==> src/sv/swd_ts_pkg.sv <==
// ----------------------------------------------------------------------------
// SWD transfer sequencer package
// Shared codes, event and result records, and queue depths.
// ----------------------------------------------------------------------------
package swd_ts_pkg;

	// Queue depths (powers of two; the result queue needs at least two slots)
	localparam int unsigned EVQ_DEPTH  = 2;
	localparam int unsigned RESQ_DEPTH = 4;

	// Request byte bit positions
	localparam int unsigned REQ_AP_BIT    = 0;
	localparam int unsigned REQ_READ_BIT  = 1;
	localparam int unsigned REQ_MVAL_BIT  = 4;
	localparam int unsigned REQ_MMASK_BIT = 5;

	// Read of the DP read buffer: read bit plus address 3
	localparam logic [3:0] RDBUFF_NIBBLE = 4'hE;

	typedef enum logic [1:0] {
		OP_BEGIN = 2'd0,
		OP_REQ   = 2'd1,
		OP_END   = 2'd2,
		OP_ACK   = 2'd3
	} op_t;

	typedef enum logic [1:0] {
		ACK_OK    = 2'd0,
		ACK_WAIT  = 2'd1,
		ACK_FAULT = 2'd2,
		ACK_ERR   = 2'd3
	} ack_t;

	typedef enum logic [1:0] {
		KIND_CMD    = 2'd0,
		KIND_WORD   = 2'd1,
		KIND_STATUS = 2'd2
	} kind_t;

	typedef enum logic [2:0] {
		PH_IDLE  = 3'd0,
		PH_READY = 3'd1,
		PH_DRAIN = 3'd2,
		PH_CMD   = 3'd3,
		PH_FINAL = 3'd4,
		PH_ABORT = 3'd5
	} phase_t;

	// Classified input event
	typedef struct packed {
		op_t         op;
		logic        ap;
		logic        rd;
		logic        mval;
		logic        mmask;
		logic [7:0]  req;
		logic [31:0] wdata;
		ack_t        ack;
		logic [31:0] rdata;
	} ev_t;

	// One result beat
	typedef struct packed {
		kind_t       kind;
		logic [3:0]  wire_request;
		logic        want_read_data;
		logic [31:0] data_word;
		logic [7:0]  completed;
		ack_t        status_ack;
		logic        last;
	} res_t;

	// Up to two results handed to the result queue in one cycle
	typedef struct packed {
		logic [1:0] n;
		res_t       r0;
		res_t       r1;
	} res_push_t;

endpackage

==> src/sv/swd_ts_if.sv <==
// ----------------------------------------------------------------------------
// SWD transfer sequencer channels
// Valid/ready channels for input events and result beats.
// ----------------------------------------------------------------------------
interface swd_ts_evt_if;
	logic        valid;
	logic        ready;
	logic [1:0]  op;
	logic [7:0]  request_byte;
	logic [31:0] write_data;
	logic [1:0]  wire_ack;
	logic [31:0] read_data;

	modport source (output valid, op, request_byte, write_data, wire_ack, read_data,
		input ready);
	modport sink (input valid, op, request_byte, write_data, wire_ack, read_data,
		output ready);
endinterface

interface swd_ts_res_if;
	logic        valid;
	logic        ready;
	logic [1:0]  kind;
	logic [3:0]  wire_request;
	logic        want_read_data;
	logic [31:0] data_word;
	logic [7:0]  completed;
	logic [1:0]  status_ack;
	logic        last;

	modport source (output valid, kind, wire_request, want_read_data, data_word,
		completed, status_ack, last, input ready);
	modport sink (input valid, kind, wire_request, want_read_data, data_word,
		completed, status_ack, last, output ready);
endinterface

==> src/sv/swd_ts_front.sv <==
// ----------------------------------------------------------------------------
// SWD transfer sequencer front end
// Accepts input beats, decodes the request byte and queues the events.
// ----------------------------------------------------------------------------
module swd_ts_front #(
	parameter int unsigned DEPTH = swd_ts_pkg::EVQ_DEPTH
) (
	input  logic            clk,
	input  logic            arst_n,
	swd_ts_evt_if.sink      evt,
	output logic            hd_valid,
	output swd_ts_pkg::ev_t hd,
	input  logic            pop
);
	import swd_ts_pkg::*;

	localparam int unsigned PW = $clog2(DEPTH);
	localparam int unsigned CW = $clog2(DEPTH + 1);

	ev_t           mem_q [DEPTH];
	ev_t           ev;
	logic [PW-1:0] wr_ptr_q;
	logic [PW-1:0] rd_ptr_q;
	logic [CW-1:0] cnt_q;
	logic          push;
	logic          do_pop;

	// Classify the incoming beat
	always_comb begin
		ev.op    = op_t'(evt.op);
		ev.ap    = evt.request_byte[REQ_AP_BIT];
		ev.rd    = evt.request_byte[REQ_READ_BIT];
		ev.mval  = evt.request_byte[REQ_MVAL_BIT];
		ev.mmask = evt.request_byte[REQ_MMASK_BIT];
		ev.req   = evt.request_byte;
		ev.wdata = evt.write_data;
		ev.ack   = ack_t'(evt.wire_ack);
		ev.rdata = evt.read_data;
	end

	assign evt.ready = (cnt_q != CW'(DEPTH));
	assign push      = evt.valid && evt.ready;
	assign hd_valid  = (cnt_q != '0);
	assign do_pop    = pop && hd_valid;
	assign hd        = mem_q[rd_ptr_q];

	// Store queued events
	always_ff @(posedge clk) begin
		if (push) begin
			mem_q[wr_ptr_q] <= ev;
		end
	end

	// Advance pointers and fill count
	always_ff @(posedge clk or negedge arst_n) begin
		if (!arst_n) begin
			wr_ptr_q <= '0;
			rd_ptr_q <= '0;
			cnt_q    <= '0;
		end else begin
			if (push) begin
				wr_ptr_q <= wr_ptr_q + 1'b1;
			end
			if (do_pop) begin
				rd_ptr_q <= rd_ptr_q + 1'b1;
			end
			unique case ({push, do_pop})
				2'b10:   cnt_q <= cnt_q + 1'b1;
				2'b01:   cnt_q <= cnt_q - 1'b1;
				default: cnt_q <= cnt_q;
			endcase
		end
	end

endmodule

==> src/sv/swd_ts_exec.sv <==
// ----------------------------------------------------------------------------
// SWD transfer sequencer back end
// Runs the packet state machine on queued events and emits result beats.
// ----------------------------------------------------------------------------
module swd_ts_exec (
	input  logic                  clk,
	input  logic                  arst_n,
	input  logic                  hd_valid,
	input  swd_ts_pkg::ev_t       hd,
	output logic                  pop,
	input  logic                  room,
	input  logic [15:0]           retry_limit,
	output swd_ts_pkg::res_push_t push
);
	import swd_ts_pkg::*;

	typedef enum logic [3:0] {
		ACT_NONE,
		ACT_BEGIN,
		ACT_REJECT,
		ACT_MASK,
		ACT_ISSUE_DRAIN,
		ACT_ISSUE_CMD,
		ACT_ISSUE_FINAL,
		ACT_STATUS,
		ACT_RETRY,
		ACT_FAIL,
		ACT_DRAIN_OK,
		ACT_CMD_OK,
		ACT_FINAL_OK
	} act_t;

	phase_t      phase_q, phase_d;
	logic        posted_q, posted_d;
	logic        wpend_q, wpend_d;
	logic [7:0]  done_q, done_d;
	logic [15:0] retries_q, retries_d;
	logic [7:0]  held_q, held_d;
	logic [31:0] hdata_q, hdata_d;
	logic [31:0] mask_q, mask_d;
	ack_t        cack_q, cack_d;
	act_t        act;
	logic        fire;
	logic        busy;
	res_push_t   rp;

	// Wire command for a busy phase
	function automatic res_t cmd_res(phase_t ph, logic [7:0] req, logic [31:0] data,
		logic posted);
		res_t r;
		r = '0;
		r.kind = KIND_CMD;
		if (ph == PH_DRAIN) begin
			r.wire_request   = RDBUFF_NIBBLE;
			r.want_read_data = 1'b1;
		end else if (ph == PH_FINAL) begin
			r.wire_request   = RDBUFF_NIBBLE;
			r.want_read_data = posted;
		end else if (req[REQ_READ_BIT]) begin
			r.wire_request   = req[3:0];
			r.want_read_data = !(req[REQ_AP_BIT] && !posted);
		end else begin
			r.wire_request = req[3:0];
			r.data_word    = data;
		end
		return r;
	endfunction

	function automatic res_t word_res(logic [31:0] w);
		res_t r;
		r = '0;
		r.kind      = KIND_WORD;
		r.data_word = w;
		return r;
	endfunction

	function automatic res_t status_res(logic [7:0] cnt, ack_t a);
		res_t r;
		r = '0;
		r.kind       = KIND_STATUS;
		r.completed  = cnt;
		r.status_ack = a;
		return r;
	endfunction

	assign fire = hd_valid && room;
	assign pop  = fire;
	assign busy = (phase_q == PH_DRAIN) || (phase_q == PH_CMD) || (phase_q == PH_FINAL);

	// Decide the action for the head event
	always_comb begin
		act = ACT_NONE;
		unique case (hd.op)
			OP_BEGIN: act = ACT_BEGIN;
			OP_REQ: begin
				if (phase_q == PH_READY) begin
					priority if (hd.mval)                      act = ACT_REJECT;
					else if (!hd.rd && hd.mmask)               act = ACT_MASK;
					else if (posted_q && !(hd.rd && hd.ap))    act = ACT_ISSUE_DRAIN;
					else                                       act = ACT_ISSUE_CMD;
				end
			end
			OP_END: begin
				if (phase_q == PH_READY && (posted_q || wpend_q)) begin
					act = ACT_ISSUE_FINAL;
				end else if (phase_q == PH_READY || phase_q == PH_IDLE ||
					phase_q == PH_ABORT) begin
					act = ACT_STATUS;
				end
			end
			OP_ACK: begin
				if (busy) begin
					priority if (hd.ack == ACK_WAIT && retries_q != '0) act = ACT_RETRY;
					else if (hd.ack != ACK_OK)                          act = ACT_FAIL;
					else if (phase_q == PH_DRAIN)                       act = ACT_DRAIN_OK;
					else if (phase_q == PH_CMD)                         act = ACT_CMD_OK;
					else                                                act = ACT_FINAL_OK;
				end
			end
			default: act = ACT_NONE;
		endcase
	end

	// Next state
	always_comb begin
		phase_d   = phase_q;
		posted_d  = posted_q;
		wpend_d   = wpend_q;
		done_d    = done_q;
		retries_d = retries_q;
		held_d    = held_q;
		hdata_d   = hdata_q;
		mask_d    = mask_q;
		cack_d    = cack_q;
		if (act == ACT_MASK || act == ACT_ISSUE_DRAIN || act == ACT_ISSUE_CMD) begin
			held_d  = hd.req;
			hdata_d = hd.wdata;
			if (hd.rd) begin
				wpend_d = 1'b0;
			end
		end
		unique case (act)
			ACT_BEGIN: begin
				phase_d  = PH_READY;
				posted_d = 1'b0;
				wpend_d  = 1'b0;
				done_d   = '0;
				cack_d   = ACK_OK;
			end
			ACT_REJECT: begin
				cack_d  = ACK_ERR;
				phase_d = PH_ABORT;
			end
			ACT_MASK: begin
				mask_d = hd.wdata;
				done_d = done_q + 8'd1;
			end
			ACT_ISSUE_DRAIN: begin
				phase_d   = PH_DRAIN;
				retries_d = retry_limit;
			end
			ACT_ISSUE_CMD: begin
				phase_d   = PH_CMD;
				retries_d = retry_limit;
			end
			ACT_ISSUE_FINAL: begin
				phase_d   = PH_FINAL;
				retries_d = retry_limit;
			end
			ACT_STATUS: phase_d = PH_IDLE;
			ACT_RETRY: retries_d = retries_q - 16'd1;
			ACT_FAIL: begin
				cack_d  = hd.ack;
				phase_d = (phase_q == PH_FINAL) ? PH_IDLE : PH_ABORT;
			end
			ACT_DRAIN_OK: begin
				done_d    = done_q + 8'd1;
				posted_d  = 1'b0;
				phase_d   = PH_CMD;
				retries_d = retry_limit;
			end
			ACT_CMD_OK: begin
				if (held_q[REQ_READ_BIT]) begin
					if (held_q[REQ_AP_BIT] && !posted_q) begin
						posted_d = 1'b1;
					end else begin
						done_d = done_q + 8'd1;
					end
				end else begin
					done_d  = done_q + 8'd1;
					wpend_d = 1'b1;
				end
				phase_d = PH_READY;
			end
			ACT_FINAL_OK: begin
				done_d   = done_q + {7'd0, posted_q};
				posted_d = 1'b0;
				wpend_d  = 1'b0;
				phase_d  = PH_IDLE;
			end
			default: ;
		endcase
	end

	// Result beats
	always_comb begin
		rp = '0;
		unique case (act)
			ACT_ISSUE_DRAIN: begin
				rp.n  = 2'd1;
				rp.r0 = cmd_res(PH_DRAIN, hd.req, hd.wdata, posted_q);
			end
			ACT_ISSUE_CMD: begin
				rp.n  = 2'd1;
				rp.r0 = cmd_res(PH_CMD, hd.req, hd.wdata, posted_q);
			end
			ACT_ISSUE_FINAL: begin
				rp.n  = 2'd1;
				rp.r0 = cmd_res(PH_FINAL, held_q, hdata_q, posted_q);
			end
			ACT_STATUS: begin
				rp.n  = 2'd1;
				rp.r0 = status_res(done_q, cack_q);
			end
			ACT_RETRY: begin
				rp.n  = 2'd1;
				rp.r0 = cmd_res(phase_q, held_q, hdata_q, posted_q);
			end
			ACT_FAIL: begin
				if (phase_q == PH_FINAL) begin
					rp.n  = 2'd1;
					rp.r0 = status_res(done_q, hd.ack);
				end
			end
			ACT_DRAIN_OK: begin
				rp.n  = 2'd2;
				rp.r0 = word_res(hd.rdata);
				rp.r1 = cmd_res(PH_CMD, held_q, hdata_q, 1'b0);
			end
			ACT_CMD_OK: begin
				if (held_q[REQ_READ_BIT] && !(held_q[REQ_AP_BIT] && !posted_q)) begin
					rp.n  = 2'd1;
					rp.r0 = word_res(hd.rdata);
				end
			end
			ACT_FINAL_OK: begin
				if (posted_q) begin
					rp.n  = 2'd2;
					rp.r0 = word_res(hd.rdata);
					rp.r1 = status_res(done_q + 8'd1, cack_q);
				end else begin
					rp.n  = 2'd1;
					rp.r0 = status_res(done_q, cack_q);
				end
			end
			default: ;
		endcase
		// Mark the final beat of this event
		if (rp.n == 2'd1) begin
			rp.r0.last = 1'b1;
		end else if (rp.n == 2'd2) begin
			rp.r1.last = 1'b1;
		end
	end

	always_comb begin
		push   = rp;
		push.n = fire ? rp.n : 2'd0;
	end

	// Hold packet state, advance on each executed event
	always_ff @(posedge clk or negedge arst_n) begin
		if (!arst_n) begin
			phase_q   <= PH_IDLE;
			posted_q  <= 1'b0;
			wpend_q   <= 1'b0;
			done_q    <= '0;
			retries_q <= '0;
			held_q    <= '0;
			hdata_q   <= '0;
			mask_q    <= '0;
			cack_q    <= ACK_OK;
		end else if (fire) begin
			phase_q   <= phase_d;
			posted_q  <= posted_d;
			wpend_q   <= wpend_d;
			done_q    <= done_d;
			retries_q <= retries_d;
			held_q    <= held_d;
			hdata_q   <= hdata_d;
			mask_q    <= mask_d;
			cack_q    <= cack_d;
		end
	end

	a_retry_dec: assert property (@(posedge clk) disable iff (!arst_n)
		fire && act == ACT_RETRY |=> retries_q == $past(retries_q) - 16'd1)
		else $error("retry did not consume one attempt");

	a_reject_abort: assert property (@(posedge clk) disable iff (!arst_n)
		fire && act == ACT_REJECT |=> phase_q == PH_ABORT && cack_q == ACK_ERR)
		else $error("match-value request did not abort with error");

	a_last_mark: assert property (@(posedge clk) disable iff (!arst_n)
		(push.n == 2'd2 |-> push.r1.last && !push.r0.last) and
		(push.n == 2'd1 |-> push.r0.last))
		else $error("last flag not on final beat of an event");

	a_no_push_when_idle: assert property (@(posedge clk) disable iff (!arst_n)
		!fire |-> push.n == 2'd0)
		else $error("results pushed without an executed event");

endmodule

==> src/sv/swd_ts_resq.sv <==
// ----------------------------------------------------------------------------
// SWD transfer sequencer result queue
// Takes up to two result beats per cycle and drives them out one at a time.
// ----------------------------------------------------------------------------
module swd_ts_resq #(
	parameter int unsigned DEPTH = swd_ts_pkg::RESQ_DEPTH
) (
	input  logic                  clk,
	input  logic                  arst_n,
	input  swd_ts_pkg::res_push_t push,
	output logic                  room,
	swd_ts_res_if.source          res
);
	import swd_ts_pkg::*;

	localparam int unsigned PW = $clog2(DEPTH);
	localparam int unsigned CW = $clog2(DEPTH + 1);

	res_t          mem_q [DEPTH];
	res_t          hd;
	logic [PW-1:0] wr_ptr_q;
	logic [PW-1:0] rd_ptr_q;
	logic [CW-1:0] cnt_q;
	logic          do_pop;
	logic [PW-1:0] wr_ptr_nx;

	assign room      = (cnt_q <= CW'(DEPTH - 2));
	assign do_pop    = res.valid && res.ready;
	assign wr_ptr_nx = wr_ptr_q + 1'b1;
	assign hd        = mem_q[rd_ptr_q];

	// Drive the head beat
	always_comb begin
		res.valid          = (cnt_q != '0);
		res.kind           = hd.kind;
		res.wire_request   = hd.wire_request;
		res.want_read_data = hd.want_read_data;
		res.data_word      = hd.data_word;
		res.completed      = hd.completed;
		res.status_ack     = hd.status_ack;
		res.last           = hd.last;
	end

	// Store pushed beats
	always_ff @(posedge clk) begin
		if (push.n != 2'd0) begin
			mem_q[wr_ptr_q] <= push.r0;
		end
		if (push.n == 2'd2) begin
			mem_q[wr_ptr_nx] <= push.r1;
		end
	end

	// Advance pointers and fill count
	always_ff @(posedge clk or negedge arst_n) begin
		if (!arst_n) begin
			wr_ptr_q <= '0;
			rd_ptr_q <= '0;
			cnt_q    <= '0;
		end else begin
			wr_ptr_q <= wr_ptr_q + PW'(push.n);
			if (do_pop) begin
				rd_ptr_q <= rd_ptr_q + 1'b1;
			end
			cnt_q <= cnt_q + CW'(push.n) - CW'(do_pop);
		end
	end

	a_no_overfill: assert property (@(posedge clk) disable iff (!arst_n)
		push.n != 2'd0 |-> room)
		else $error("result queue pushed without room");

	a_cnt_bound: assert property (@(posedge clk) disable iff (!arst_n)
		cnt_q <= CW'(DEPTH))
		else $error("result queue count out of range");

endmodule

==> src/sv/swd_transfer_sequencer.sv <==
// ----------------------------------------------------------------------------
// SWD transfer sequencer
// Turns host transfer events into SWD wire commands, responses and status.
// ----------------------------------------------------------------------------
// Usage:
//  evt carries one event per beat: packet begin, transfer request, packet end
//  or a wire acknowledge with its read word. res carries result beats: wire
//  commands, response read words and the packet status; last marks the final
//  beat caused by one event (most events cause none or one, a few cause two).
//  cfg_we/cfg_wdata load retry_limit; write it only while the block is idle.
//  An accepted event waits in the event queue; the packet state machine takes
//  it from there and writes its results into the registered result queue,
//  which offers them on res. Throughput: one event per cycle while the result
//  queue has room; the packet state machine decides one event per cycle, and
//  an event with two results holds the result port for both of its beats.
//  The state machine runs only when the result queue has two free slots.
//  When res stalls, the result queue fills, then the event queue, and evt
//  ready drops; nothing is lost. Reset empties both queues, leaves the
//  sequencer idle outside a packet and clears retry_limit to zero.
// ----------------------------------------------------------------------------
module swd_transfer_sequencer #(
	parameter int unsigned EVQ_DEPTH  = swd_ts_pkg::EVQ_DEPTH,
	parameter int unsigned RESQ_DEPTH = swd_ts_pkg::RESQ_DEPTH
) (
	input  logic        clk,
	input  logic        arst_n,
	swd_ts_evt_if.sink  evt,
	swd_ts_res_if.source res,
	input  logic        cfg_we,
	input  logic [15:0] cfg_wdata
);
	import swd_ts_pkg::*;

	logic        hd_valid;
	ev_t         hd;
	logic        pop;
	logic        room;
	res_push_t   push;
	logic [15:0] retry_limit_q;

	// Hold the retry limit
	always_ff @(posedge clk or negedge arst_n) begin
		if (!arst_n) begin
			retry_limit_q <= '0;
		end else if (cfg_we) begin
			retry_limit_q <= cfg_wdata;
		end
	end

	swd_ts_front #(.DEPTH(EVQ_DEPTH)) u_front (
		.clk      (clk),
		.arst_n   (arst_n),
		.evt      (evt),
		.hd_valid (hd_valid),
		.hd       (hd),
		.pop      (pop)
	);

	swd_ts_exec u_exec (
		.clk         (clk),
		.arst_n      (arst_n),
		.hd_valid    (hd_valid),
		.hd          (hd),
		.pop         (pop),
		.room        (room),
		.retry_limit (retry_limit_q),
		.push        (push)
	);

	swd_ts_resq #(.DEPTH(RESQ_DEPTH)) u_resq (
		.clk    (clk),
		.arst_n (arst_n),
		.push   (push),
		.room   (room),
		.res    (res)
	);

endmodule

==> src/flat_wrapper.sv <==
// flat-port wrapper written by rule: the top's interface ports become plain ports
module swd_transfer_sequencer_flat import swd_ts_pkg::*;
#(
	parameter int unsigned EVQ_DEPTH  = swd_ts_pkg::EVQ_DEPTH,
	parameter int unsigned RESQ_DEPTH = swd_ts_pkg::RESQ_DEPTH
)
  (clk, arst_n, cfg_we, cfg_wdata, evt_valid, evt_op, evt_request_byte, evt_write_data, evt_wire_ack, evt_read_data, evt_ready, res_valid, res_kind, res_wire_request, res_want_read_data, res_data_word, res_completed, res_status_ack, res_last, res_ready);
  swd_ts_evt_if evt_i ();
  swd_ts_res_if res_i ();
  input  logic clk;
  input  logic arst_n;
  input  logic cfg_we;
  input  logic [15:0] cfg_wdata;
  input wire logic [$bits(evt_i.valid)-1:0] evt_valid;
  input wire logic [$bits(evt_i.op)-1:0] evt_op;
  input wire logic [$bits(evt_i.request_byte)-1:0] evt_request_byte;
  input wire logic [$bits(evt_i.write_data)-1:0] evt_write_data;
  input wire logic [$bits(evt_i.wire_ack)-1:0] evt_wire_ack;
  input wire logic [$bits(evt_i.read_data)-1:0] evt_read_data;
  output wire logic [$bits(evt_i.ready)-1:0] evt_ready;
  output wire logic [$bits(res_i.valid)-1:0] res_valid;
  output wire logic [$bits(res_i.kind)-1:0] res_kind;
  output wire logic [$bits(res_i.wire_request)-1:0] res_wire_request;
  output wire logic [$bits(res_i.want_read_data)-1:0] res_want_read_data;
  output wire logic [$bits(res_i.data_word)-1:0] res_data_word;
  output wire logic [$bits(res_i.completed)-1:0] res_completed;
  output wire logic [$bits(res_i.status_ack)-1:0] res_status_ack;
  output wire logic [$bits(res_i.last)-1:0] res_last;
  input wire logic [$bits(res_i.ready)-1:0] res_ready;
  assign evt_i.valid = evt_valid;
  assign evt_i.op = evt_op;
  assign evt_i.request_byte = evt_request_byte;
  assign evt_i.write_data = evt_write_data;
  assign evt_i.wire_ack = evt_wire_ack;
  assign evt_i.read_data = evt_read_data;
  assign evt_ready = evt_i.ready;
  assign res_valid = res_i.valid;
  assign res_kind = res_i.kind;
  assign res_wire_request = res_i.wire_request;
  assign res_want_read_data = res_i.want_read_data;
  assign res_data_word = res_i.data_word;
  assign res_completed = res_i.completed;
  assign res_status_ack = res_i.status_ack;
  assign res_last = res_i.last;
  assign res_i.ready = res_ready;
  swd_transfer_sequencer #(.EVQ_DEPTH(EVQ_DEPTH), .RESQ_DEPTH(RESQ_DEPTH)) u_core (.clk(clk), .arst_n(arst_n), .evt(evt_i), .res(res_i), .cfg_we(cfg_we), .cfg_wdata(cfg_wdata));
endmodule
==> config.mk <==
export PLATFORM = sky130hd
export DESIGN_NAME = swd_transfer_sequencer_flat
export DESIGN_NICKNAME = d
export VERILOG_FILES = /design/src/sv/swd_ts_pkg.sv /design/src/sv/swd_ts_if.sv /design/src/sv/swd_ts_front.sv /design/src/sv/swd_ts_exec.sv /design/src/sv/swd_ts_resq.sv /design/src/sv/swd_transfer_sequencer.sv /design/src/flat_wrapper.sv
export SDC_FILE = /design/constraint.sdc
export NUM_CORES = 1
export LEC_CHECK = 0
export BUFFER_PORTS_ARGS = -buffer_cell sky130_fd_sc_hd__buf_2
export CAP_MARGIN = 0
export CORE_MARGIN = 2
export CORE_UTILIZATION = 52
export DETAILED_ROUTE_END_ITERATION = 10
export PLACE_DENSITY = 0.7
export SYNTH_ARGS = -nofsm -noshare
export SYNTH_HDL_FRONTEND = slang
export SYNTH_SLANG_ARGS = --single-unit
==> constraint.sdc <==
create_clock -name clk -period 7.1 [get_ports clk]
set_clock_uncertainty 0.1 [all_clocks]
set_input_delay 0.71 -clock clk [delete_from_list [all_inputs] [get_ports clk]]
set_output_delay 0.71 -clock clk [all_outputs]
set_load 0.01 [all_outputs]
==> run metrics, run 1 <==
status=complete, no violations; Tcrit/Tclk final=69.79%; synthesized area=a little over 20000 µm²; final hold violations=0; die footprint=between 40000 and 50000 µm²; CTS tree=done; asr flop ratio synth=between 20% and 30%; relative slew slack=17.99%; routed wire length=~51000 µm; cts bufs inserted=46; GPL Wtd Cong=roughly 0.9; DRC viols=0; # Post-CTS Setup Buffers=0; CP bufs+invs=0; Post-Layout Cell Count=around 2100; clk buf depth=3; average wire per standard cell=24.30 µm; Filler Cell Count=slightly above 3000; met2 routed WL=24210 µm; switch share=33.71%; # resized after CTS=0; post-route setup slack=2145 ps; Clock Sinks=442; die height=203.0 µm; clock share of power=between 20% and 30%; most used cell, CP=nand3_1; P_sw=2.761 mW; met3 WL=4489 µm; highest metal layer with signal wires=met4; nets=1647; Setup crit end kind=flip-flop; sequential share of the synthesized area=between 60% and 70%; FF+latch count, synth=442; count of unique library cells instantiated by Yosys=just under 80; Vias/cell=6.580; critical path arrival=5040 ps; Internal=between 5 and 6 mW; drt initial violations=approximately 1400; element type at the critical path start=flip-flop; Slew Viols, Final=0; placed inst area=21730 µm²; Ports=149; routed length on met1=20910 µm; max-cap check violation count=0; total track usage=24.72%; Max FO, Critical Path=50; fraction of layout cells with a size suffix above 1=25.08%; final instance area=between 20000 and 25000 µm²; clock latency at the later pin of the worst-skew pair=580 ps; Max IR drop VDD=0.2530 mV; fmax=0.2018 GHz; First-pass DRT Iterations=6; type of the tightest min-delay check=primary input to async pin; chip width=203.0 µm; DP Worst Slack=2324 ps; IO Port Bufs=146; CTS Hold Buffers Added=0; total gr overflow=0; Synth Warn #=0; critical path class=flip-flop to flip-flop; Post-synth top flop=edfxtp_1; initial antenna violation count=1; crit-path cells=or3b_1, nand2_1, nand3b_1, nor2_2, nor2_1, nand3_1, nand3_1, nand2_4; PD cells=354.2 nW/µm²; pin count of the biggest net entering global routing=75; hold slack=70.77 ps; post-synth net total=1535; Final Critical Period=approximately 5000 ps; Crit path required time=7180 ps; crit path max-delay cell type=dfrtp_4; via count=13778; post-synthesis cell count=1426; H-tree Lvls=2; first-pass GRT wire length=78540 µm; starting density of the core=53.04%; Tightest Pin Transition=about 1200 ps; EDFF count, synth=344; FF/Latch Area=12770 µm²; Placed Cells=2008; post-route setup TNS=0 ps; area of the multi-input gates=7340 µm²; area delta synth->final=12.27%; Top delay family on crit path=simple AND/OR/NAND/NOR gates; Routed Antenna Nets=0; FP Rows=72; Final Util=59.55%; Final setup violation count=0; HPWL Detailed=approximately 30000 µm; Comb power frac=28.2%; Mean Syn Cell Area=14.44 µm²; Root Buffer=clkbuf_16; Core ar.=38830 µm²; worst stage delay on the critical path=between 800 and 900 ps; RSZ-0062 raised after global routing=false; Leak=8.245 nW; Clk pin slew, worst setup/hold paths=60 ps; Seq pwr share=between 40% and 50%; vias in the first global route=13689; Total Power=between 8 and 9 mW
path summary, 6_finish.rpt:
kind	start	endpoint	slack, ps	cells past startpoint
worst max-delay path	u_core.u_front.rd_ptr_q	u_core.u_resq.mem_q[1][39]	2140	8
worst min-delay path	arst_n	u_core.retry_limit_q[1]	70	1
worst max register to register	u_core.u_front.rd_ptr_q	u_core.u_resq.mem_q[1][39]	2140	8
worst min register to register	u_core.u_resq.mem_q[1][48]	u_core.u_resq.mem_q[1][48]	380	2
max in group asynchronous	arst_n	u_core.u_front.rd_ptr_q	5520	2
min in group clk	evt_read_data[5]	u_core.u_front.mem_q[1][5]	220	1
layout make-up:
| type | count | area share, % |
|---|---|---|
| tap | 518 | 2.803 |
| antenna | 1 | 0.01082 |
| inverter | 22 | 0.3571 |
| multi-input combinational | 859 | 31.74 |
| timing repair buffer | 167 | 3.853 |
| sequential | 442 | 55.23 |
| clock inverter | 19 | 0.5195 |
| clock buffer | 66 | 5.482 |
state kept, by name, indices dropped and copies added, names as in the netlist:
| name | flops |
|---|---|
| u_core.u_front.mem_q | 148 |
| u_core.u_exec.phase_q | 3 |
| u_core.u_exec.retries_q | 16 |
| u_core.u_exec.wpend_q | 1 |
| u_core.u_exec.cack_q | 2 |
| u_core.retry_limit_q | 16 |
| u_core.u_exec.held_q | 4 |
| u_core.u_resq.wr_ptr_q | 2 |
| u_core.u_front.cnt_q | 2 |
| u_core.u_resq.cnt_q | 3 |
| u_core.u_exec.posted_q | 1 |
| u_core.u_exec.done_q | 8 |
| u_core.u_resq.mem_q | 200 |
| u_core.u_exec.hdata_q | 32 |
| u_core.u_front.rd_ptr_q | 1 |
| u_core.u_resq.rd_ptr_q | 2 |
| u_core.u_front.wr_ptr_q | 1 |
power groups by stage:
stage                     Sequential (mW)  Combinational (mW)  Clock (mW)
after global routing                 3.68                2.50        2.39
after floorplan                      3.45                1.75           0
final                                3.63                2.31        2.26
after global placement               3.65                2.29           0
after detailed placement             3.67                2.31           0
after CTS                            3.62                2.32        2.29
layout by cell type, fill, tap and decap left out, drive strengths merged, types with 12 or more instances in the layout:
| master | count |
|---|---|
| mux4 | 50 |
| buf | 167 |
| a21oi | 61 |
| o22ai | 31 |
| a221o | 27 |
| clkinv | 14 |
| a32o | 133 |
| dfrtp | 94 |
| mux2i | 44 |
| nand2 | 71 |
| nor3 | 18 |
| inv | 24 |
| mux2 | 74 |
| nand3 | 24 |
| a31oi | 17 |
| o2bb2ai | 12 |
| nor2 | 92 |
| edfxtp | 344 |
| o21ai | 42 |
| o31ai | 14 |
| clkbuf | 66 |
worst register-to-register path: stages (launching register included):
cell and delay [ps]:
dfrtp_4 880, or3b_1 510, nand2_1 100, nand3b_1 510
nor2_2 700, nor2_1 220, nand3_1 240, nand3_1 430
nand2_4 850
synth_stat cells (all sizes together), types with 5 or more instances:
| library cell | instances | area (µm²) |
|---|---|---|
| edfxtp | 344 | 10330 |
| a32o | 133 | 1331 |
| dfrtp | 94 | 2352 |
| nor2 | 92 | 365.4 |
| mux2 | 74 | 833.3 |
| nand2 | 71 | 266.5 |
| clkbuf | 63 | 236.5 |
| a21oi | 61 | 309.1 |
| mux4 | 50 | 1126 |
| mux2i | 44 | 440.4 |
| o21ai | 42 | 210.2 |
| buf | 40 | 261.5 |
| o22ai | 31 | 193.9 |
| a221o | 27 | 270.3 |
| nand3 | 24 | 125.1 |
| inv | 22 | 82.58 |
| nor3 | 18 | 138.9 |
| a31oi | 17 | 121.4 |
| o31ai | 14 | 105.1 |
| o2bb2ai | 12 | 105.1 |
| ha | 11 | 137.6 |
| xnor2 | 10 | 87.58 |
| a22o | 8 | 70.07 |
| nand2b | 8 | 50.05 |
| o221ai | 8 | 70.07 |
| and3 | 7 | 43.79 |
| o32ai | 7 | 61.31 |
| nor3b | 6 | 45.04 |
| or3 | 6 | 37.54 |
| a211oi | 5 | 42.54 |
| a21o | 5 | 37.54 |
| nand3b | 5 | 37.54 |
| nor2b | 5 | 31.28 |
| o41ai | 5 | 62.56 |
per-layer routing:
metal	global-route usage (%)	up-vias
li1	-	6088
met2	39.77	755
met3	4.591	99
met4	7.664	0
met5	0	-
met1	34.43	6836
cell families after synthesis:
| family | Yosys count | share of synthesized area, % |
|---|---|---|
| mux | 168 | 11.65 |
| buf+inv | 125 | 2.819 |
| flops | 442 | 61.97 |
| compound gates | 399 | 15.70 |
| simple gates | 267 | 6.537 |
| xor+xnor | 13 | 0.5529 |
| fa+ha+maj | 12 | 0.7655 |
Note: power is estimated with default switching activity, not from simulation.
==> run 2: changes to the inputs <==
clock period = 4.7 ns   (was 7.1 ns; I/O delays follow)
==> run 2 against run 1 <==
Sequential cell count is the same. Sequential power rose by 49%. Cell count grew 4.7%. Register-to-register slack lost 1600 ps. Via count is 2.7% higher. Combinational power is 61% higher.
==> run metrics, run 2 (synthesized netlist as in run 1, its figures left out) <==
Root Buffer=clkbuf_16; relative slew slack=23.20% (+5.2 points); average wire per standard cell=24.11 µm (-0.80%); clock latency at the later pin of the worst-skew pair=580 ps (about the same); Crit path required time=4920 ps (-2260 ps); Final setup violation count=0 (unchanged); type of the tightest min-delay check=primary input to flip-flop; FP Rows=72 (unchanged); element type at the critical path start=flip-flop; Antenna diodes=0 (-1); cts bufs inserted=45 (-2.2%); via count=14154 (+2.7%); chip width=203.0 µm (unchanged); Core ar.=38830 µm² (unchanged); placed inst area=22040 µm² (+1.4%); starting density of the core=53.04% (unchanged); most frequent cells in the layout=edfxtp_1, buf_2, a32o_1; IO Port Bufs=146 (unchanged); initial antenna violation count=0 (-1); First-pass DRT Iterations=7 (+1); DRC viols=0 (unchanged); Routed Antenna Nets=0 (unchanged); die footprint=41210 µm² (unchanged); first-pass GRT wire length=80990 µm (+3.1%); post-route setup slack=559.9 ps (-1585 ps); drt initial violations=1484 (+3.7%); Tcrit/Tclk final=88.09% (+18 points); final hold violations=0 (unchanged); PD cells=517.3 nW/µm² (+46%); Largest register FFs=200 (unchanged); Leak=8.743 nW (+6.0%); area delta synth->final=17.45%; critical path class=flip-flop to flip-flop; Ports=149 (unchanged); Slew Viols, Final=0 (unchanged); status=complete, no violations; critical path arrival=4360 ps (-680 ps); routed wire length=52860 µm (+3.9%); nets=1748 (+6.1%); Vias/cell=6.454 (-1.9%); fmax=0.2415 GHz (+20%); worst stage delay on the critical path=550 ps (-330 ps); biggest regs=u_core.u_resq.mem_q x200, u_core.u_front.mem_q x148, u_core.u_exec.hdata_q x32; Max FO, Critical Path=20 (-60%); Final Critical Period=4140 ps (-815.3 ps); Tightest Pin Transition=1152 ps (-78.20 ps); DP Worst Slack=674.0 ps (-1650 ps); Filler Cell Count=2879 (-4.6%); Clk pin slew, worst setup/hold paths=60 ps (about the same); total gr overflow=0 (unchanged); clk buf depth=3 (unchanged); Reg with most FFs=u_core.u_resq.mem_q; RSZ-0062 raised after global routing=false; GPL Wtd Cong=0.8883 (-2.5%); die height=203.0 µm (unchanged); pin count of the biggest net entering global routing=75 (unchanged); total track usage=25.76% (+1.0 points); Max IR drop VDD=0.3768 mV (+49%); fraction of layout cells with a size suffix above 1=25.79% (+0.71 points); HPWL Detailed=31730 µm (+7.6%); CTS tree=done; post-route setup TNS=0 ps (unchanged); crit path max-delay cell type=o41ai_4; Clock Sinks=442 (unchanged); Top delay family on crit path=simple AND/OR/NAND/NOR gates; final instance area=24190 µm² (+4.6%); most common cell after layout, fill and taps aside=edfxtp_1; CP bufs+invs=2 (+2); max-cap check violation count=0 (unchanged); H-tree Lvls=2 (unchanged); crit-path cells=inv_1, ha_1, nor4b_4, nand3_2, o41ai_4, a21oi_2, nor2_1, nand3_1, nand2_1, nand2_2, buf_12; vias in the first global route=14128 (+3.2%); Setup crit end kind=flip-flop
==> run 2: cell types whose count changed in the layout (fill, tap and decap cells not counted) <==
cell,before,now
dlygate4sd3_1,0,75
buf_4,22,39
buf_12,0,10
clkbuf_1,17,9
clkinv_2,4,12
clkinv_1,10,6
nand2_2,0,4
nand2_4,4,0
clkbuf_8,2,5
clkbuf_16,47,45
clkinv_8,0,2
diode_2,1,0
inv_6,2,1
==> run 2: per-stage QoR <==
stage | power [mW] | util (%) | hold slack, ps | instances
floorplan | 7.854 | - | 74.41 | 1426
global placement | 9.058 | 56.76 | 351.5 | 2035
finish | 12.51 | 62.30 | 21.33 | 2193
detailed placement | 9.138 | 56.76 | 358.4 | 2035
CTS | 12.57 | 62.30 | 0.3327 | 2193
global route | 13.09 | 62.30 | 4.146 | 2193
==> run 2: power by group <==
part / switching, mW / internal (mW)
Combinational: 2.22 / 1.48
Clock: 1.49 / 1.90
Sequential: 0.519 / 4.89
==> run 2: path summary, 6_finish.rpt <==
check	start	endpoint	slack, ps	cells past startpoint
max in group asynchronous	arst_n	u_core.u_resq.rd_ptr_q[0]	2920	3
setup / recovery	u_core.u_exec.retries_q[0]	u_core.u_resq.mem_q[2][6]	560	11
hold / removal	cfg_wdata[3]	u_core.retry_limit_q[3]	20	2
hold reg to reg	u_core.u_resq.mem_q[1][48]	u_core.u_resq.mem_q[1][48]	370	2
setup reg to reg	u_core.u_exec.retries_q[0]	u_core.u_resq.mem_q[2][6]	560	11
min in group asynchronous	arst_n	u_core.retry_limit_q[2]	420	2
==> run 2: cell type report <==
class / instances / area [µm²] / share of cell area (%)
tap: 518 / 648.1 / 2.679
clock buffer: 59 / 1229 / 5.080
multi-input combinational: 859 / 7320 / 30.26
inverter: 22 / 82.58 / 0.3414
timing repair buffer: 269 / 1969 / 8.142
sequential: 442 / 12770 / 52.80
clock inverter: 24 / 168.9 / 0.6983
==> run 2: repair_timing <==
action / 4_1_cts / 5_1_grt
buffers inserted: 0 / 0
gates resized for setup: 0 / 0
hold buffers: 75 / 0
endpoints found under the hold margin: 195 / 0
==> run 2: layer usage <==
metal  vias to the layer above  share of wire (%)  GRT usage (%)
met4                         0                2.7          9.802
met3                       100                9.0          4.703
li1                       6273                  -              -
met2                       690                 48          41.48
met1                      7091                 40          35.13
met5                         -                  0              0
==> run 3: changes to the inputs <==
PLACE_DENSITY = 0.79   (was 0.7)
==> run 3 against run 2 <==
Utilization fell by 0.23 points. Sequential share of layout area increased by 0.19 points. Sequential cell count did not move. Clock power increased by 7.4%. Critical endpoint is now u_core.u_resq.mem_q[0][7]. Cell count decreased by 0.55%. Critical path type unchanged. Total power grew 1.9%. Largest cell class unchanged. Highest routed layer unchanged. Sequential power increased by 1%. Fmax shrank 0.14%. The run now ends with negative hold slack left. Setup slack worse by 6.0 ps. Die area unchanged.
==> run metrics, run 3 (synthesized netlist as in run 1, its figures left out) <==
most frequent cells in the layout=edfxtp_1, buf_2, a32o_1; post-route setup TNS=0 ps (unchanged); type of the tightest min-delay check=primary input to async pin; Reg with most FFs=u_core.u_resq.mem_q; IO Port Bufs=146 (unchanged); Root Buffer=clkbuf_16; Setup crit end kind=flip-flop; crit-path cells=inv_1, ha_1, nor4b_4, nand3_2, o41ai_4, a21oi_2, nor2_1, nand3_1, nand2_1, nand2_2, buf_12; DP Worst Slack=683.9 ps (+9.920 ps); drt initial violations=1802 (+21%); clock latency at the later pin of the worst-skew pair=570 ps (about the same); Max FO, Critical Path=40 (+100%); Post-Layout Cell Count=2181 (-0.55%); Total Power=12.75 mW (+1.9%); FP Rows=72 (unchanged); element type at the critical path start=flip-flop; via count=14414 (+1.8%); most common cell after layout, fill and taps aside=edfxtp_1; First-pass DRT Iterations=6 (-1); worst stage delay on the critical path=510 ps (-40 ps); Placed Cells=2024 (-0.54%); relative slew slack=8.386% (-15 points); average wire per standard cell=24.41 µm (+1.3%); max-cap check violation count=0 (unchanged); status=finished with violations; CTS tree=done; H-tree Lvls=2 (unchanged); placed inst area=21860 µm² (-0.80%); crit path max-delay cell type=o41ai_4; hold slack=-18.04 ps (-39.38 ps); critical path class=flip-flop to flip-flop; clk buf depth=3 (unchanged); Slew Viols, Final=0 (unchanged); Crit path required time=4880 ps (-40 ps); RSZ-0062 raised after global routing=false; CP bufs+invs=2 (unchanged); fmax=0.2412 GHz (-0.14%); Final setup violation count=0 (unchanged); vias in the first global route=14469 (+2.4%); Final Critical Period=4146 ps (+5.958 ps); failing checks=negative hold slack; GPL Wtd Cong=0.8937 (+0.61%); Clock Sinks=442 (unchanged); Tightest Pin Transition=1374 ps (+222.3 ps); PD cells=529.2 nW/µm² (+2.3%); chip width=203.0 µm (unchanged); biggest regs=u_core.u_resq.mem_q x200, u_core.u_front.mem_q x148, u_core.u_exec.hdata_q x32; area delta synth->final=17.02%; Tcrit/Tclk final=88.21% (+0.13 points); routed wire length=53240 µm (+0.72%); starting density of the core=53.04% (unchanged); first-pass GRT wire length=82080 µm (+1.3%); # resized after CTS=0 (unchanged); Clk pin slew, worst setup/hold paths=60 ps (about the same); total track usage=25.74% (about the same); Largest register FFs=200 (unchanged); Top delay family on crit path=simple AND/OR/NAND/NOR gates; Ports=149 (unchanged); cts bufs inserted=45 (unchanged); CTS Hold Buffers Added=71 (-5.3%); worst r2r path cells=11 (unchanged); Vias/cell=6.609 (+2.4%); pin count of the biggest net entering global routing=129 (+72%); nets=1734 (-0.80%); initial antenna violation count=1 (+1); die footprint=41210 µm² (unchanged); final instance area=24100 µm² (-0.36%); Crit Reg-Reg Startpoint=u_core.u_exec.retries_q[0]; fraction of layout cells with a size suffix above 1=25.39% (-0.40 points); Core ar.=38830 µm² (unchanged); crit path from=u_core.u_exec.retries_q[0]; DRC viols=0 (unchanged); critical path arrival=4330 ps (-30 ps); Reg2Reg Setup Slack=550 ps (about the same); final hold violations=25 (+25); die height=203.0 µm (unchanged); HPWL Detailed=31780 µm (+0.16%); # Post-CTS Setup Buffers=0 (unchanged); post-route setup slack=554.0 ps (-5.958 ps); capturing point of the worst reg2reg path=u_core.u_resq.mem_q[0][7]; Max IR drop VDD=0.3860 mV (+2.5%); Leak=8.712 nW (-0.35%); total gr overflow=0 (unchanged); Routed Antenna Nets=0 (unchanged)
-- run 3: area by class of cell --
class | count | area [µm²]
repair buffers | 255 | 1769
clock buffers | 54 | 1200
flip-flops and latches | 442 | 12770
inverters | 22 | 82.58
well taps | 518 | 648.1
multi-input cells | 859 | 7313
diodes | 1 | 2.502
fillers | 2742 | 14730
clock inverters | 30 | 314.1
-- run 3: power by group --
part	switching (mW)	leakage [nW]	total, mW	internal (mW)
logic	2.18	3.43	3.64	1.46
registers	0.586	4.53	5.48	4.89
clock network	1.53	0.747	3.64	2.11
-- run 3: per-layer routing --
metal / vias to the layer above / routed length, µm / global-route usage (%)
met5: - / 0 / 0
met4: 0 / 1480 / 9.515
met3: 108 / 4685 / 4.189
met2: 878 / 26630 / 43.20
met1: 7174 / 20450 / 34.01
li1: 6254 / - / -
-- run 3: worst register-to-register path, stage by stage (launching register included) --
cell and delay [ps]:
dfrtp_1 390, inv_1 90, ha_1 290, nor4b_4 270
nand3_2 200, o41ai_4 510, a21oi_2 270, nor2_1 440
nand3_1 290, nand2_1 370, nand2_2 310, buf_12 310
-- run 3: per-stage QoR --
step	utilization (%)	hold WS (ps)
floorplan	-	74.41
global placement	56.31	354.7
detailed placement	56.31	366.7
CTS	62.04	0.5639
global route	62.07	2.843
finish	62.07	-18.04
-- run 3: worst max path at each step --
stage               cells after the start                    endpoint
finish                                 11   u_core.u_resq.mem_q[0][7]
global placement                       14      u_core.u_resq.cnt_q[2]
global route                           10   u_core.u_resq.mem_q[2][5]
detailed placement                     14      u_core.u_resq.cnt_q[2]
floorplan                               3  u_core.u_front.mem_q[0][0]
CTS                                    14      u_core.u_resq.cnt_q[2]
